<file path="config.mk">
export PLATFORM = sky130hd
export DESIGN_NAME = homopolymer_block_codec_top
export DESIGN_NICKNAME = d
export VERILOG_FILES = /design/src/sv/hbc_pkg.sv /design/src/sv/hbc_front.sv /design/src/sv/hbc_queue.sv /design/src/sv/hbc_back.sv /design/src/sv/homopolymer_block_codec_top.sv
export SDC_FILE = /design/constraint.sdc
export NUM_CORES = 1
export LEC_CHECK = 0
export BUFFER_PORTS_ARGS = -buffer_cell sky130_fd_sc_hd__clkbuf_2
export CAP_MARGIN = 25
export CORE_MARGIN = 5
export CORE_UTILIZATION = 50
export CTS_BUF_LIST = sky130_fd_sc_hd__clkbuf_16
export CTS_CLUSTER_DIAMETER = 200
export DETAILED_ROUTE_END_ITERATION = 10
export PLACE_DENSITY = 0.66
export SLEW_MARGIN = 10
export SYNTH_ARGS = -nofsm -noshare
export SYNTH_HDL_FRONTEND = slang
export SYNTH_SLANG_ARGS = --single-unit
export TNS_END_PERCENT = 30
</file>
<file path="constraint.sdc">
create_clock -name i_clk -period 12.5 [get_ports i_clk]
set_input_delay 0 -clock i_clk [delete_from_list [all_inputs] [get_ports i_clk]]
set_output_delay 0 -clock i_clk [all_outputs]
set_load 0.05 [all_outputs]
</file>
<file path="src/sv/hbc_pkg.sv">
`timescale 1ns / 1ps

package hbc_pkg;

    // symbol coding: 0 A, 1 T, 2 C, 3 G
    localparam int SYM_W   = 2;
    localparam int RUN_W   = 3;
    localparam int CFG_W   = 3;
    localparam int CFG_IDX_W = 1;
    localparam int MAX_RUN = 5;
    localparam int QUEUE_DEPTH = 2;

    // register indexes
    localparam logic [CFG_IDX_W-1:0] REG_RUN_LIMIT = 1'd0;
    localparam logic [CFG_IDX_W-1:0] REG_DIRECTION = 1'd1;

    // direction codes
    localparam logic DIR_ENCODE = 1'b0;
    localparam logic DIR_DECODE = 1'b1;

    typedef struct packed {
        logic [SYM_W-1:0] nucleotide;
        logic             last_in;
    } t_in;

    typedef struct packed {
        logic [SYM_W-1:0] symbol_out;
        logic             last_out;
    } t_out;

    // substitution tables, indexed by {left, right}
    localparam logic [SYM_W-1:0] TAB_LEFT [16] = '{
        2'd2, 2'd3, 2'd3, 2'd1,
        2'd3, 2'd0, 2'd0, 2'd2,
        2'd3, 2'd0, 2'd0, 2'd1,
        2'd1, 2'd2, 2'd1, 2'd0
    };

    localparam logic [SYM_W-1:0] TAB_RIGHT [16] = '{
        2'd1, 2'd2, 2'd1, 2'd2,
        2'd2, 2'd3, 2'd3, 2'd0,
        2'd1, 2'd3, 2'd1, 2'd0,
        2'd2, 2'd0, 2'd0, 2'd1
    };

    function automatic logic [SYM_W-1:0] tab_left(input logic [SYM_W-1:0] l,
                                                  input logic [SYM_W-1:0] r);
        return TAB_LEFT[{l, r}];
    endfunction

    function automatic logic [SYM_W-1:0] tab_right(input logic [SYM_W-1:0] l,
                                                   input logic [SYM_W-1:0] r);
        return TAB_RIGHT[{l, r}];
    endfunction

endpackage

</file>
<file path="src/sv/hbc_front.sv">
`timescale 1ns / 1ps

module hbc_front #(
    parameter int MAX_RUN = hbc_pkg::MAX_RUN,
    localparam int STORE_DEPTH = 2 * MAX_RUN + 2,
    localparam int JOB_SYMS = 2 * MAX_RUN + 3,
    localparam int FILL_W = $clog2(STORE_DEPTH + 1),
    localparam int CNT_W = $clog2(JOB_SYMS + 1),
    localparam int JOB_W = JOB_SYMS * hbc_pkg::SYM_W + CNT_W + 1
) (
    input  logic                          i_clk,
    input  logic                          i_rst_n,
    input  logic                          i_cfg_we,
    input  logic [hbc_pkg::CFG_IDX_W-1:0] i_cfg_idx,
    input  logic [hbc_pkg::CFG_W-1:0]     i_cfg_data,
    input  logic                          i_in_valid,
    output logic                          o_in_ready,
    input  hbc_pkg::t_in                  i_in,
    input  logic                          i_q_ready,
    output logic                          o_push,
    output logic [JOB_W-1:0]              o_job
);

    localparam int SW = hbc_pkg::SYM_W;

    logic [hbc_pkg::RUN_W-1:0] r_run_limit;
    logic                      r_dir;
    logic [FILL_W-1:0]         r_fill, n_fill;
    logic                      r_even, n_even;
    logic [SW-1:0]             r_blk [STORE_DEPTH];
    logic [SW-1:0]             r_ls, r_ms, r_rs, r_lst, r_chk;

    logic [FILL_W-1:0] w_run, w_s, w_len, w_n1, w_wr_idx;
    logic [FILL_W-1:0] w_idx_ls, w_idx_rs, w_idx_lst;
    logic              w_acc, w_case_a, w_raw, w_proc_last, w_last;
    logic [SW-1:0]     w_sym, w_la;
    logic [SW-1:0]     e_ls, e_ms, e_rs, e_lst, e_chk;
    logic [SW-1:0]     w_eblk [JOB_SYMS];
    logic              w_subst_l, w_subst_r;
    logic [SW-1:0]     w_chk_enc, w_expect, w_mid;
    logic [CNT_W-1:0]  w_cnt;
    logic [JOB_SYMS*SW-1:0] w_syms;

    assign w_sym      = i_in.nucleotide;
    assign w_last     = i_in.last_in;
    assign o_in_ready = i_q_ready;
    assign w_acc      = i_in_valid && i_q_ready;

    // clamp the run length and derive block geometry
    always_comb begin
        if (r_run_limit == '0) begin
            w_run = FILL_W'(1);
        end else if (FILL_W'(r_run_limit) > FILL_W'(MAX_RUN)) begin
            w_run = FILL_W'(MAX_RUN);
        end else begin
            w_run = FILL_W'(r_run_limit);
        end
    end

    assign w_s       = (w_run << 1) + FILL_W'(1);
    assign w_len     = w_s + FILL_W'(r_dir);
    assign w_n1      = (r_dir == hbc_pkg::DIR_DECODE) ? w_s : w_s + FILL_W'(1);
    assign w_idx_ls  = w_run - FILL_W'(1);
    assign w_idx_rs  = w_run + FILL_W'(1);
    assign w_idx_lst = w_s - FILL_W'(1);

    // classify the beat: full block waiting, final partial, or final full
    assign w_case_a    = (r_fill >= w_len);
    assign w_wr_idx    = w_case_a ? '0 : r_fill;
    assign w_proc_last = !w_case_a && w_last && ((r_fill + FILL_W'(1)) >= w_len);
    assign w_raw       = !w_case_a && w_last && !w_proc_last;
    assign w_la        = w_case_a ? w_sym : '0;

    // block contents with the current symbol folded in
    assign e_ls  = (r_fill == w_idx_ls)  ? w_sym : r_ls;
    assign e_ms  = (r_fill == w_run)     ? w_sym : r_ms;
    assign e_rs  = (r_fill == w_idx_rs)  ? w_sym : r_rs;
    assign e_lst = (r_fill == w_idx_lst) ? w_sym : r_lst;
    assign e_chk = (r_fill == w_s)       ? w_sym : r_chk;

    always_comb begin
        for (int i = 0; i < STORE_DEPTH; i++) begin
            w_eblk[i] = (r_fill == FILL_W'(i)) ? w_sym : r_blk[i];
        end
        w_eblk[STORE_DEPTH] = w_sym;
    end

    // substitution, check symbol and middle repair
    assign w_subst_l = (e_ls == e_ms);
    assign w_subst_r = !w_subst_l && (e_ms == e_rs);
    assign w_chk_enc = (r_even == (w_subst_l || w_subst_r)) ? hbc_pkg::tab_left(e_lst, w_la)
                                                           : hbc_pkg::tab_right(e_lst, w_la);
    assign w_expect  = r_even ? hbc_pkg::tab_right(e_lst, w_la)
                              : hbc_pkg::tab_left(e_lst, w_la);

    always_comb begin
        if (r_dir == hbc_pkg::DIR_DECODE) begin
            if (e_chk != w_expect) begin
                w_mid = (hbc_pkg::tab_left(e_ls, e_rs) == e_ms) ? e_ls : e_rs;
            end else begin
                w_mid = e_ms;
            end
        end else if (w_subst_l) begin
            w_mid = hbc_pkg::tab_left(e_ls, e_rs);
        end else if (w_subst_r) begin
            w_mid = hbc_pkg::tab_right(e_ls, e_rs);
        end else begin
            w_mid = e_ms;
        end
    end

    // assemble the output job
    always_comb begin
        for (int i = 0; i < JOB_SYMS; i++) begin
            if (w_raw) begin
                w_syms[i*SW +: SW] = w_eblk[i];
            end else if (FILL_W'(i) < w_s) begin
                w_syms[i*SW +: SW] = (FILL_W'(i) == w_run) ? w_mid : w_eblk[i];
            end else if (FILL_W'(i) == w_s && r_dir == hbc_pkg::DIR_ENCODE) begin
                w_syms[i*SW +: SW] = w_chk_enc;
            end else begin
                w_syms[i*SW +: SW] = w_sym;
            end
        end
        if (w_raw) begin
            w_cnt = CNT_W'(r_fill) + CNT_W'(1);
        end else begin
            w_cnt = CNT_W'(w_n1) + CNT_W'(w_case_a && w_last);
        end
    end

    assign o_push = w_acc && (w_case_a || w_last);
    assign o_job  = {w_last, w_cnt, w_syms};

    // next fill level and turn parity
    always_comb begin
        n_fill = w_case_a ? FILL_W'(1) : r_fill + FILL_W'(1);
        n_even = (w_case_a || w_proc_last) ? !r_even : r_even;
        if (w_last) begin
            n_fill = '0;
            n_even = 1'b1;
        end
    end

    // control state and configuration
    always_ff @(posedge i_clk) begin
        if (!i_rst_n) begin
            r_run_limit <= hbc_pkg::RUN_W'(1);
            r_dir       <= hbc_pkg::DIR_ENCODE;
            r_fill      <= '0;
            r_even      <= 1'b1;
        end else if (i_cfg_we) begin
            unique case (i_cfg_idx)
                hbc_pkg::REG_RUN_LIMIT: r_run_limit <= i_cfg_data;
                hbc_pkg::REG_DIRECTION: r_dir <= i_cfg_data[0];
                default: ;
            endcase
            r_fill <= '0;
            r_even <= 1'b1;
        end else if (w_acc) begin
            r_fill <= n_fill;
            r_even <= n_even;
        end
    end

    // store the symbol and capture the key positions
    always_ff @(posedge i_clk) begin
        if (w_acc) begin
            for (int i = 0; i < STORE_DEPTH; i++) begin
                if (w_wr_idx == FILL_W'(i)) begin
                    r_blk[i] <= w_sym;
                end
            end
            if (w_wr_idx == w_idx_ls)  r_ls  <= w_sym;
            if (w_wr_idx == w_run)     r_ms  <= w_sym;
            if (w_wr_idx == w_idx_rs)  r_rs  <= w_sym;
            if (w_wr_idx == w_idx_lst) r_lst <= w_sym;
            if (w_wr_idx == w_s)       r_chk <= w_sym;
        end
    end

`ifndef ASSERT_OFF
    a_fill_bound: assert property (@(posedge i_clk) disable iff (!i_rst_n)
        r_fill <= w_len)
        else $error("fill level beyond block length");

    a_push_nonempty: assert property (@(posedge i_clk) disable iff (!i_rst_n)
        o_push |-> (w_cnt != '0))
        else $error("empty job pushed");
`endif

endmodule

</file>
<file path="src/sv/hbc_queue.sv">
`timescale 1ns / 1ps

module hbc_queue #(
    parameter int WIDTH = 8,
    parameter int DEPTH = hbc_pkg::QUEUE_DEPTH,
    localparam int PTR_W = (DEPTH > 1) ? $clog2(DEPTH) : 1,
    localparam int CNT_W = $clog2(DEPTH + 1)
) (
    input  logic             i_clk,
    input  logic             i_rst_n,
    input  logic             i_push,
    input  logic [WIDTH-1:0] i_data,
    output logic             o_ready,
    output logic             o_valid,
    input  logic             i_pop,
    output logic [WIDTH-1:0] o_data
);

    logic [WIDTH-1:0] r_mem [DEPTH];
    logic [PTR_W-1:0] r_wr, r_rd;
    logic [CNT_W-1:0] r_cnt;
    logic             w_do_pop;

    assign o_ready  = (r_cnt != CNT_W'(DEPTH));
    assign o_valid  = (r_cnt != '0);
    assign o_data   = r_mem[r_rd];
    assign w_do_pop = i_pop && o_valid;

    // advance pointers and occupancy
    always_ff @(posedge i_clk) begin
        if (!i_rst_n) begin
            r_wr  <= '0;
            r_rd  <= '0;
            r_cnt <= '0;
        end else begin
            if (i_push) begin
                r_wr <= (r_wr == PTR_W'(DEPTH - 1)) ? '0 : r_wr + PTR_W'(1);
            end
            if (w_do_pop) begin
                r_rd <= (r_rd == PTR_W'(DEPTH - 1)) ? '0 : r_rd + PTR_W'(1);
            end
            r_cnt <= r_cnt + CNT_W'(i_push) - CNT_W'(w_do_pop);
        end
    end

    // hold job payloads
    always_ff @(posedge i_clk) begin
        if (i_push) begin
            r_mem[r_wr] <= i_data;
        end
    end

`ifndef ASSERT_OFF
    a_no_overflow: assert property (@(posedge i_clk) disable iff (!i_rst_n)
        !(i_push && !o_ready))
        else $error("push into full queue");

    a_cnt_bound: assert property (@(posedge i_clk) disable iff (!i_rst_n)
        r_cnt <= CNT_W'(DEPTH))
        else $error("queue occupancy out of range");
`endif

endmodule

</file>
<file path="src/sv/hbc_back.sv">
`timescale 1ns / 1ps

module hbc_back #(
    parameter int MAX_RUN = hbc_pkg::MAX_RUN,
    localparam int JOB_SYMS = 2 * MAX_RUN + 3,
    localparam int CNT_W = $clog2(JOB_SYMS + 1),
    localparam int JOB_W = JOB_SYMS * hbc_pkg::SYM_W + CNT_W + 1
) (
    input  logic             i_clk,
    input  logic             i_rst_n,
    input  logic             i_q_valid,
    input  logic [JOB_W-1:0] i_q_job,
    output logic             o_pop,
    output logic             o_out_valid,
    input  logic             i_out_ready,
    output hbc_pkg::t_out    o_out
);

    localparam int SW = hbc_pkg::SYM_W;

    logic [JOB_SYMS*SW-1:0] r_sh;
    logic [CNT_W-1:0]       r_rem;
    logic                   r_last;
    logic                   r_busy;
    logic                   w_take, w_final;

    assign w_take  = r_busy && i_out_ready;
    assign w_final = (r_rem == CNT_W'(1));
    assign o_pop   = i_q_valid && (!r_busy || (w_take && w_final));

    assign o_out_valid      = r_busy;
    assign o_out.symbol_out = r_sh[SW-1:0];
    assign o_out.last_out   = r_last && w_final;

    // load a job or shift out the next symbol
    always_ff @(posedge i_clk) begin
        if (!i_rst_n) begin
            r_busy <= 1'b0;
            r_rem  <= '0;
        end else if (o_pop) begin
            r_busy <= 1'b1;
            r_rem  <= i_q_job[JOB_SYMS*SW +: CNT_W];
        end else if (w_take) begin
            r_rem  <= r_rem - CNT_W'(1);
            r_busy <= !w_final;
        end
    end

    always_ff @(posedge i_clk) begin
        if (o_pop) begin
            r_sh   <= i_q_job[JOB_SYMS*SW-1:0];
            r_last <= i_q_job[JOB_W-1];
        end else if (w_take) begin
            r_sh   <= r_sh >> SW;
        end
    end

`ifndef ASSERT_OFF
    a_busy_has_work: assert property (@(posedge i_clk) disable iff (!i_rst_n)
        r_busy |-> (r_rem != '0))
        else $error("busy with no symbols left");

    a_pop_loads: assert property (@(posedge i_clk) disable iff (!i_rst_n)
        o_pop |=> r_busy)
        else $error("popped job not loaded");
`endif

endmodule

</file>
<file path="src/sv/homopolymer_block_codec_top.sv">
`timescale 1ns / 1ps

// Homopolymer-limiting block codec for nucleotide streams (A=0, T=1, C=2, G=3).
// Input channel: i_in_valid / o_in_ready, one symbol per beat, last_in marks
// the end of a stream. Output channel: o_out_valid / i_out_ready, one symbol
// per beat, last_out on the final symbol of a stream.
// Configuration: i_cfg_we with i_cfg_idx (0 run_limit, 1 direction) and
// i_cfg_data; write only while idle. A write drops any partial block.
// The front end buffers a block and, on the lookahead beat (or stream end),
// builds a whole output job in the same cycle; jobs wait in a two-entry queue.
// The back end plays a job out one symbol per cycle from its output register while i_out_ready is high.
// When the back end is idle, a completed job is written into the queue and then
// loaded into the back end's output register, where its first symbol is valid.
// Throughput: one output symbol per cycle while i_out_ready is high. Encode turns
// 2R+1 beats into 2R+2 symbols, so the input runs slower than the output; decode
// turns 2R+2 beats into 2R+1 symbols and takes one beat per cycle unless the queue is full.
// Reset: empty buffers, run_limit 1, encode, even turn first.
// If the receiver stalls, the back end holds its symbol, the queue fills
// and o_in_ready drops until a queue slot frees.
module homopolymer_block_codec_top #(
    parameter int MAX_RUN = hbc_pkg::MAX_RUN
) (
    input  logic                          i_clk,
    input  logic                          i_rst_n,
    input  logic                          i_cfg_we,
    input  logic [hbc_pkg::CFG_IDX_W-1:0] i_cfg_idx,
    input  logic [hbc_pkg::CFG_W-1:0]     i_cfg_data,
    input  logic                          i_in_valid,
    output logic                          o_in_ready,
    input  hbc_pkg::t_in                  i_in,
    output logic                          o_out_valid,
    input  logic                          i_out_ready,
    output hbc_pkg::t_out                 o_out
);

    localparam int JOB_SYMS = 2 * MAX_RUN + 3;
    localparam int CNT_W = $clog2(JOB_SYMS + 1);
    localparam int JOB_W = JOB_SYMS * hbc_pkg::SYM_W + CNT_W + 1;

    logic             w_push, w_q_ready, w_q_valid, w_pop;
    logic [JOB_W-1:0] w_job_in, w_job_out;

    hbc_front #(.MAX_RUN(MAX_RUN)) u_front (
        .i_clk      (i_clk),
        .i_rst_n    (i_rst_n),
        .i_cfg_we   (i_cfg_we),
        .i_cfg_idx  (i_cfg_idx),
        .i_cfg_data (i_cfg_data),
        .i_in_valid (i_in_valid),
        .o_in_ready (o_in_ready),
        .i_in       (i_in),
        .i_q_ready  (w_q_ready),
        .o_push     (w_push),
        .o_job      (w_job_in)
    );

    hbc_queue #(.WIDTH(JOB_W), .DEPTH(hbc_pkg::QUEUE_DEPTH)) u_queue (
        .i_clk   (i_clk),
        .i_rst_n (i_rst_n),
        .i_push  (w_push),
        .i_data  (w_job_in),
        .o_ready (w_q_ready),
        .o_valid (w_q_valid),
        .i_pop   (w_pop),
        .o_data  (w_job_out)
    );

    hbc_back #(.MAX_RUN(MAX_RUN)) u_back (
        .i_clk       (i_clk),
        .i_rst_n     (i_rst_n),
        .i_q_valid   (w_q_valid),
        .i_q_job     (w_job_out),
        .o_pop       (w_pop),
        .o_out_valid (o_out_valid),
        .i_out_ready (i_out_ready),
        .o_out       (o_out)
    );

endmodule

</file>
Yosys cells after proc, flatten, opt, wreduce, memory -nomap -nowiden

Memory sizes are Yosys's and may differ from the RTL's. A register that Yosys moved wholly into a read port is not among the register bits.
Cells that the tools add are included.

Bits in registers: 55
Bits in latches: 0
Bits in writable memories: 86
ROM bits: 128
Input port bits: 12
Output and inout bits: 5
Memories: 6

Add/sub/neg operators: 13
Multiply operators: 0
Divide/modulo/power cells: 0
$lt $le $gt $ge: 18
Eq/ne operators: 63
Shifts and indexed selects: 0
Mux-type cells: 175
Bitwise operators: 5
Reductions and logical operators: 63

Memories:

| name             | words | bits a word | rd ports | clocked after memory_dff | write ports | line            | RTL |
|---|---|---|---|---|---|---|---|
| u_queue.r_mem    | 2     | 31          | 1        | 1                        | 1           | hbc_queue.sv:19 | `logic [WIDTH-1:0] r_mem [DEPTH];` |
| (name not given) | 16    | 2           | 1        | 0                        | 0           | hbc_pkg.sv:48   | `return TAB_LEFT[{l, r}];` |
| (name not given) | 16    | 2           | 1        | 0                        | 0           | hbc_pkg.sv:53   | `return TAB_RIGHT[{l, r}];` |
| (name not given) | 16    | 2           | 1        | 0                        | 0           | hbc_pkg.sv:48   |  |
| (name not given) | 16    | 2           | 1        | 0                        | 0           | hbc_pkg.sv:53   |  |
| u_front.r_blk    | 12    | 2           | 12       | 0                        | 1           | hbc_front.sv:30 | `logic [SW-1:0] r_blk [STORE_DEPTH];` |

Operators by type and width:

| kind                                                                  | count |
|---|---|
| 2-bit two-way mux                                                     | 96 |
| 4-bit two-way mux                                                     | 18 |
| 1-bit two-way mux                                                     | 57 |
| 26-bit two-way mux                                                    | 2 |
| 4-bit equality test                                                   | 10 |
| 4-bit equality test, first input constant                             | 10 |
| 3-bit by 4-bit equality test with 1-bit output, first input constant  | 8 |
| 4-bit by 3-bit equality test with 1-bit output, second input constant | 8 |
| 4-bit equality test, second input constant                            | 8 |
| 1-bit logical AND                                                     | 25 |
| 2-bit OR reduction                                                    | 12 |
| 4-bit < comparator, first input constant                              | 5 |
| 4-bit by 1-bit adder with 4-bit output, second input constant         | 4 |
| 2-bit by 4-bit equality test with 1-bit output, first input constant  | 4 |
| 4-bit by 2-bit equality test with 1-bit output, second input constant | 4 |
| 4-bit logical NOT                                                     | 4 |
| 3-bit by 4-bit < comparator with 1-bit output, first input constant   | 4 |
| 2-bit AND reduction                                                   | 8 |
| 4-bit by 1-bit equality test with 1-bit output, second input constant | 3 |
| 4-bit by 1-bit subtractor with 4-bit output, second input constant    | 3 |
| 5-bit >= comparator, second input constant                            | 2 |
| 4-bit inverter with 5-bit output                                      | 2 |
| 4-bit by 1-bit adder with 4-bit output                                | 2 |
| 1-bit by 4-bit equality test with 1-bit output, first input constant  | 2 |
| 17 further kinds                                                      | 36 |

Longest topological paths before layout

Depth in word-level cells: 23
Gate-level depth with buffers: 25

By module

A second synthesis with hierarchy kept.

Cells, all modules: 766
Area total of the unflattened synthesis: 8374.3 µm²

By module, submodules not included:

| module    | times used | cells each | area each (µm²) |
|---|---|---|---|
| hbc_front | 1          | 547        | 4381.7 |
| hbc_queue | 1          | 119        | 2476.1 |
| hbc_back  | 1          | 100        | 1516.5 |

Worst setup path after synthesis

Ideal clock, no wire load.

Path type: register -> register
From: register u_front.r_run_limit[0] in the netlist's numbering
To: memory u_queue.r_mem[0][2] in the netlist's numbering, data pin
Library setup time: 0.281 ns
Data arrival time: 4.863 ns
Data required time: 12.219 ns
Path slack: 7.356 ns
Cell stages (with the launch flop): 26
Path buffers: 2
Cells stage by stage: dfxtp_1 > clkbuf_1 > inv_1 > nand2_1 > ha_1 > inv_1 > ha_1 > a21o_1 > maj3_1 > or2_1 > o21a_1 > clkbuf_1 > nand2_1 > inv_1 > ha_1 > inv_1 > nor2_1 > o2111a_1 > or2_2 > o221a_2 > mux2i_1 > xor2_1 > nand2_1 > mux2i_4 > o21ai_2 > o221ai_1

Longest elaborated chain between the ends: 18
Elaborated cells on any way between the ends: 64
Classes of those cells: add/sub (5); order compare (4); eq/ne (12); mux (27); bitwise (2); reduce/logical (10); memory (4)

RTL lines:

| element                                                                                                      | line                             | RTL |
|---|---|---|
| from (decl)                                                                                                  | hbc_front.sv:26                  | `logic [hbc_pkg::RUN_W-1:0] r_run_limit;` |
| from (signal assigned)                                                                                       | hbc_front.sv:148                 | `r_run_limit <= hbc_pkg::RUN_W'(1);` |
| from (signal assigned)                                                                                       | hbc_front.sv:154                 | `hbc_pkg::REG_RUN_LIMIT: r_run_limit <= i_cfg_data;` |
| 3-bit > comparator                                                                                           | hbc_front.sv:53                  | `end else if (FILL_W'(r_run_limit) > FILL_W'(MAX_RUN)) begin` |
| 3-bit two-way mux                                                                                            | hbc_front.sv:53                  |  |
| 3-bit two-way mux (*)                                                                                        | hbc_front.sv:51                  | `if (r_run_limit == '0) begin` |
| 4-bit by 1-bit adder with 4-bit output                                                                       | hbc_front.sv:60                  | `assign w_s = (w_run << 1) + FILL_W'(1);` |
| 4-bit by 1-bit adder with 4-bit output / 4-bit by 1-bit subtractor with 4-bit output (equally long branches) | hbc_front.sv:61, hbc_front.sv:65 |  |
| 4-bit >= comparator / 4-bit equality test (equally long branches)                                            | hbc_front.sv:68, hbc_front.sv:78 |  |
| 2-bit two-way mux (on tied branches)                                                                         | hbc_front.sv:72, hbc_front.sv:78 |  |
| 4-bit inverter with 5-bit output (not written as such)                                                       | hbc_pkg.sv:48, hbc_pkg.sv:53     |  |
| [3 not listed]                                                                                               | --                               |  |
| 2-bit two-way mux                                                                                            | hbc_front.sv:93                  | `assign w_expect = r_even ? hbc_pkg::tab_right(e_lst, w_la)` |
| 2-bit inequality test                                                                                        | hbc_front.sv:98                  | `if (e_chk != w_expect) begin` |
| 2-bit two-way mux                                                                                            | hbc_front.sv:98                  |  |
| 2-bit two-way mux                                                                                            | hbc_front.sv:97                  | `if (r_dir == hbc_pkg::DIR_DECODE) begin` |
| 2-bit two-way mux                                                                                            | hbc_front.sv:118                 | `w_syms[i*SW +: SW] = (FILL_W'(i) == w_run) ? w_mid : w_eblk[i];` |
| 2-bit two-way mux                                                                                            | hbc_front.sv:117                 | `end else if (FILL_W'(i) < w_s) begin` |
| 2-bit two-way mux (*)                                                                                        | hbc_front.sv:115                 | `if (w_raw) begin` |
| net u_front.o_job[2]                                                                                         | hbc_front.sv:21                  | `output logic [JOB_W-1:0] o_job` |
| to (decl)                                                                                                    | hbc_queue.sv:19                  |  |

Mark *: on every way through the listed nets, which the timed path passes. The rest lies on a longest branch. The select of a mux whose other input is x is not followed.

Final worst setup path

From: register u_front.r_run_limit[1] in the netlist's numbering
To: memory u_queue.r_mem[1][2] in the netlist's numbering, data pin

The elaborated chain is that of the path after synthesis.

==> results.sh <==
export IMPL_p_leak_nw=3.36
export IMPL_numCtsBuffers=17
export IMPL_synthAdderAreaFrac_pct=5.05
export IMPL_relSlewSlack_pct=33.9
export IMPL_core_area_mm2=0.0159
export IMPL_fin_nets=818
export IMPL_grt_overflow=0
export IMPL_timing_rr_end="u_queue.r_mem[1][2]$_DFFE_PP_"
export IMPL_ys_ff_latch=142
export IMPL_cts_setup_buffers=0
export IMPL_port_buffers=16
export IMPL_grt_start_max_net_pins=60
export IMPL_io_pins=17
export IMPL_rsz0062_at_grt="false"
export IMPL_synthSimpleGateAreaFrac_pct=14.2
export IMPL_htreeDepth=4
export IMPL_muxShareOfSynthArea_pct=8.88
export IMPL_synth_area_top_cells="edfxtp_1 (46%), mux2i_1 (6.2%), ha_1 (4.8%)"
export IMPL_cp_cell_sequence="xor2_1 > nand2_1 > ha_1 > inv_1 > ha_1 > a21o_1 > maj3_1 > or2_1 > o21a_1 > nand2_1 > inv_1 > ha_1 > inv_1 > nor2_1 > o2111a_1 > or2_2 > o221a_2 > mux2i_1 > xor2_1 > nand2_1 > mux2i_4 > o21ai_2 > o221ai_1"
export IMPL_grt_pass1_wl_um=30800
export IMPL_clock_sinks=142
export IMPL_worst_r2r_setup_slack_ns=6.27
export IMPL_criticalPathCategory="reg2reg"
export IMPL_outcome="finished clean"
export IMPL_antenna_found_initial=0
export IMPL_wire_per_inst_um=19.1
export IMPL_layout_setup_ws_ns=6.27
export IMPL_synth_top_family_by_area="compound AO/OA/AOI/OAI gates"
export IMPL_grt_total_usage_pct=21.4
export IMPL_worstSetupStartpoint="u_front.r_run_limit[1]$_SDFFE_PN0P_"
export IMPL_ys_seq_area_share_pct=50.4
export IMPL_clk_pin_slew_ns=0.06
export IMPL_r2r_worst_path_cells=23
export IMPL_final_hold_viol_count=0
export IMPL_synth_area_mm2=0.00808
export IMPL_finalCritPeriodShare_pct=49.8
export IMPL_start_util_pct=50.8
export IMPL_ys_flop_type="edfxtp_1"
export IMPL_die_area_mm2=0.0188
export IMPL_ir_drop_v=0.000101
export IMPL_yosysWarningCount=0
export IMPL_setup_viol=0
export IMPL_drv_slew=0
export IMPL_fp_row_count=46
export IMPL_yosys_area_top_type="edfxtp_1"
export IMPL_nFillCells=1398
export IMPL_place_gp_congestion=0.903
export IMPL_insertion_delay_ns=0.42
export IMPL_syn_inst=759
export IMPL_cp_start_kind="flip-flop"
export IMPL_drtPass1Iterations=5
export IMPL_drtAntennaViolNets=0
export IMPL_finalClockSkew_ns=0.0106
export IMPL_vias=5894
export IMPL_fin_setup_tns_ns=0
export IMPL_grt_pass1_vias=5787
export IMPL_r2r_start="u_front.r_run_limit[1]$_SDFFE_PN0P_"
export IMPL_cts_root_buf="clkbuf_16"
export IMPL_p_per_area_mw_per_mm2=171
export IMPL_synth_edf_count=123
export IMPL_drv_cap=0
export IMPL_async_flop_share_pct=0
export IMPL_dp_hpwl_um=13100
export IMPL_worstPathMaxFanout=21
export IMPL_worst_setup_path_end_kind="flip-flop"
export IMPL_syn_area_per_cell_um2=10.6
export IMPL_n_antenna_cell=0
export IMPL_synth_compound_area_share_pct=14.5
export IMPL_area_growth_synth_to_final_pct=11.7
export IMPL_max_freq_mhz=160
export IMPL_cpPeakStageDelay_ns=0.84
export IMPL_wl_um=19200
export IMPL_post_synth_top_area_fraction_pct=45.7
export IMPL_die_y_um=137
export IMPL_drc_errors=0
export IMPL_clockBufferDepth=2
export IMPL_post_place_ws_ns=6.35
export IMPL_first_iter_violations=435
export IMPL_ys_types=78
export IMPL_synth_xor_area_share_pct=3.52
export IMPL_post_drt_via_cell_ratio=5.87
export IMPL_arrival_ns=6.37
export IMPL_min_path_type="in2reg"
export IMPL_die_x_um=137
export IMPL_synth_fp_nets=802
export IMPL_cts_tree="built"
export IMPL_tightest_slew_ns=0.992
export IMPL_crit_required_ns=12.64
export IMPL_period_needed_ns=6.23
export IMPL_critical_path_slowest_cell="dfxtp_1"
export IMPL_layout_drive_gt1_share_pct=11.5
export IMPL_crit_path_end="u_queue.r_mem[1][2]$_DFFE_PP_"
kinds of logic (layout without fill, tap and decap cells):
logic type / Yosys count / in the layout
AO/OA/AOI/OAI: 174 / 174
XOR/XNOR: 29 / 29
adder cells (fa/ha/maj): 33 / 33
buffers and inverters: 64 / 93
flip-flops: 142 / 142
multiplexers: 67 / 67
AND/OR/NAND/NOR: 250 / 250
state kept, by name, summed over array words and instances, names as in the netlist, named ones only:
| name | flops |
|---|---|
| u_back.o_out_valid | 1 |
| u_queue.r_cnt | 2 |
| u_back.r_rem | 4 |
| u_queue.r_mem | 62 |
| u_front.r_ms | 2 |
| u_front.r_run_limit | 3 |
| u_queue.r_rd | 1 |
| u_front.r_rs | 2 |
| u_front.r_dir | 1 |
| u_front.r_lst | 2 |
| u_front.r_fill | 4 |
| u_back.r_last | 1 |
| u_front.r_blk | 24 |
| u_front.r_even | 1 |
| u_back.r_sh | 26 |
| u_front.r_chk | 2 |
| u_front.r_ls | 2 |
| u_queue.r_wr | 1 |
per-layer routing:
layer | GRT usage [%] | wire length (um) | vias up
li1 | - | - | 2836
met1 | 28.4 | 8480 | 2821
met2 | 34.2 | 9080 | 194
met3 | 4.30 | 1060 | 43
met4 | 9.04 | 540 | 0
met5 | 0 | 0 | -
critical path, delay by kind of cell (launching register included):
family          cells  cell delay [ns]
compound gates      6             1.49
simple gates        6             1.23
buf+inv             3             0.32
xor+xnor            2             0.42
mux                 2             0.43
fa+ha+maj           4             1.21
flops               1             0.84
cell usage after synthesis, types with 3 or more instances:
cell,n
edfxtp_1,123
nand2_1,86
nor2_1,75
a21oi_1,56
mux2i_1,50
ha_1,31
o21ai_0,28
clkbuf_1,25
inv_1,22
nand3_1,20
dfxtp_1,19
xnor2_1,19
mux2_2,12
o211ai_1,12
nor2b_1,11
nor3_1,11
a31oi_1,9
and2_1,9
nand2b_1,9
and3_1,7
xor2_1,7
o21ai_1,6
o211a_1,5
o221ai_1,5
o22ai_1,5
a32oi_1,4
buf_1,4
buf_2,4
nor4_1,4
o21a_1,4
o221a_2,4
a211oi_1,3
a21o_1,3
buf_6,3
mux2_4,3
nand4_1,3
o2111ai_1,3
area by class of cell:
| type | count | area [um^2] | share of cell area, % |
|---|---|---|---|
| timing repair buffer | 35 | 255 | 2.83 |
| clock inverter | 15 | 161 | 1.79 |
| sequential | 142 | 4080 | 45.2 |
| tap | 216 | 270 | 3.00 |
| inverter | 26 | 97.6 | 1.08 |
| clock buffer | 17 | 425 | 4.72 |
| multi-input combinational | 553 | 3730 | 41.4 |
layout by cell type (no fill, tap or decap), drive strengths merged, types with 3 or more instances in the layout:
| cell | instances |
|---|---|
| nand4 | 3 |
| o2111ai | 3 |
| or2 | 4 |
| a21oi | 56 |
| nand2 | 86 |
| nor2 | 75 |
| nor4 | 4 |
| dlygate4sd3 | 10 |
| o221a | 4 |
| xnor2 | 20 |
| nand3 | 20 |
| and2 | 10 |
| clkinv | 8 |
| ha | 31 |
| and3 | 7 |
| xor2 | 8 |
| a32oi | 4 |
| inv | 28 |
| a211oi | 3 |
| o211a | 5 |
| buf | 9 |
| a21o | 3 |
| nand2b | 9 |
| a31oi | 9 |
| o22ai | 5 |
| clkbuf | 33 |
| nor3 | 11 |
| o21ai | 35 |
| clkinvlp | 3 |
| o221ai | 6 |
| o211ai | 12 |
| dfxtp | 19 |
| edfxtp | 123 |
| mux2 | 15 |
| mux2i | 52 |
| nor2b | 11 |
| o21a | 4 |
worst min path at each step:
stage | to | start | depth (start not counted) | slack (ns)
2_1_floorplan | u_front.r_blk[0][0]$_DFFE_PP_ | i_in[1] | 0 | 0.1
3_3_place_gp | u_front.r_dir$_SDFFE_PN0P_ | i_cfg_data[0] | 3 | 0.27
3_5_place_dp | u_front.r_dir$_SDFFE_PN0P_ | i_cfg_data[0] | 3 | 0.29
4_1_cts | u_back.r_rem[2]$_SDFFE_PN0P_ | i_rst_n | 2 | 0.02
5_1_grt | u_back.r_rem[2]$_SDFFE_PN0P_ | i_rst_n | 2 | 0.05
6_report | u_back.r_rem[2]$_SDFFE_PN0P_ | i_rst_n | 2 | 0.04
repair_timing:
action | 4_1_cts | 5_1_grt
gates resized for setup | 0 | 0
hold buffers | 10 | 0
endpoints found under the hold margin | 10 | 0
setup endpoints to repair | 0 | 0
through the flow:
stage          std cells  area [um^2]  util (%)  hold WS (ns)  total power [W]
4_1_cts             1003         9000      56.7        0.0170          0.00155
6_report            1004         9020      56.8        0.0440          0.00155
3_3_place_gp         961         8310      52.3         0.275          0.00104
3_5_place_dp         961         8310      52.3         0.287          0.00105
2_1_floorplan        759         8080         -        0.0989         0.000959
5_1_grt             1004         9020      56.8        0.0501          0.00163
power breakdown:
| part | internal, W | switching [W] | leakage (nW) | total, W |
|---|---|---|---|---|
| clock | 0.000296 | 0.000205 | 0.279 | 0.000501 |
| combinational | 0.000138 | 0.000234 | 1.79 | 0.000371 |
| sequential | 0.000630 | 0.0000431 | 1.29 | 0.000673 |
Note: power is estimated with default switching activity, not from simulation.
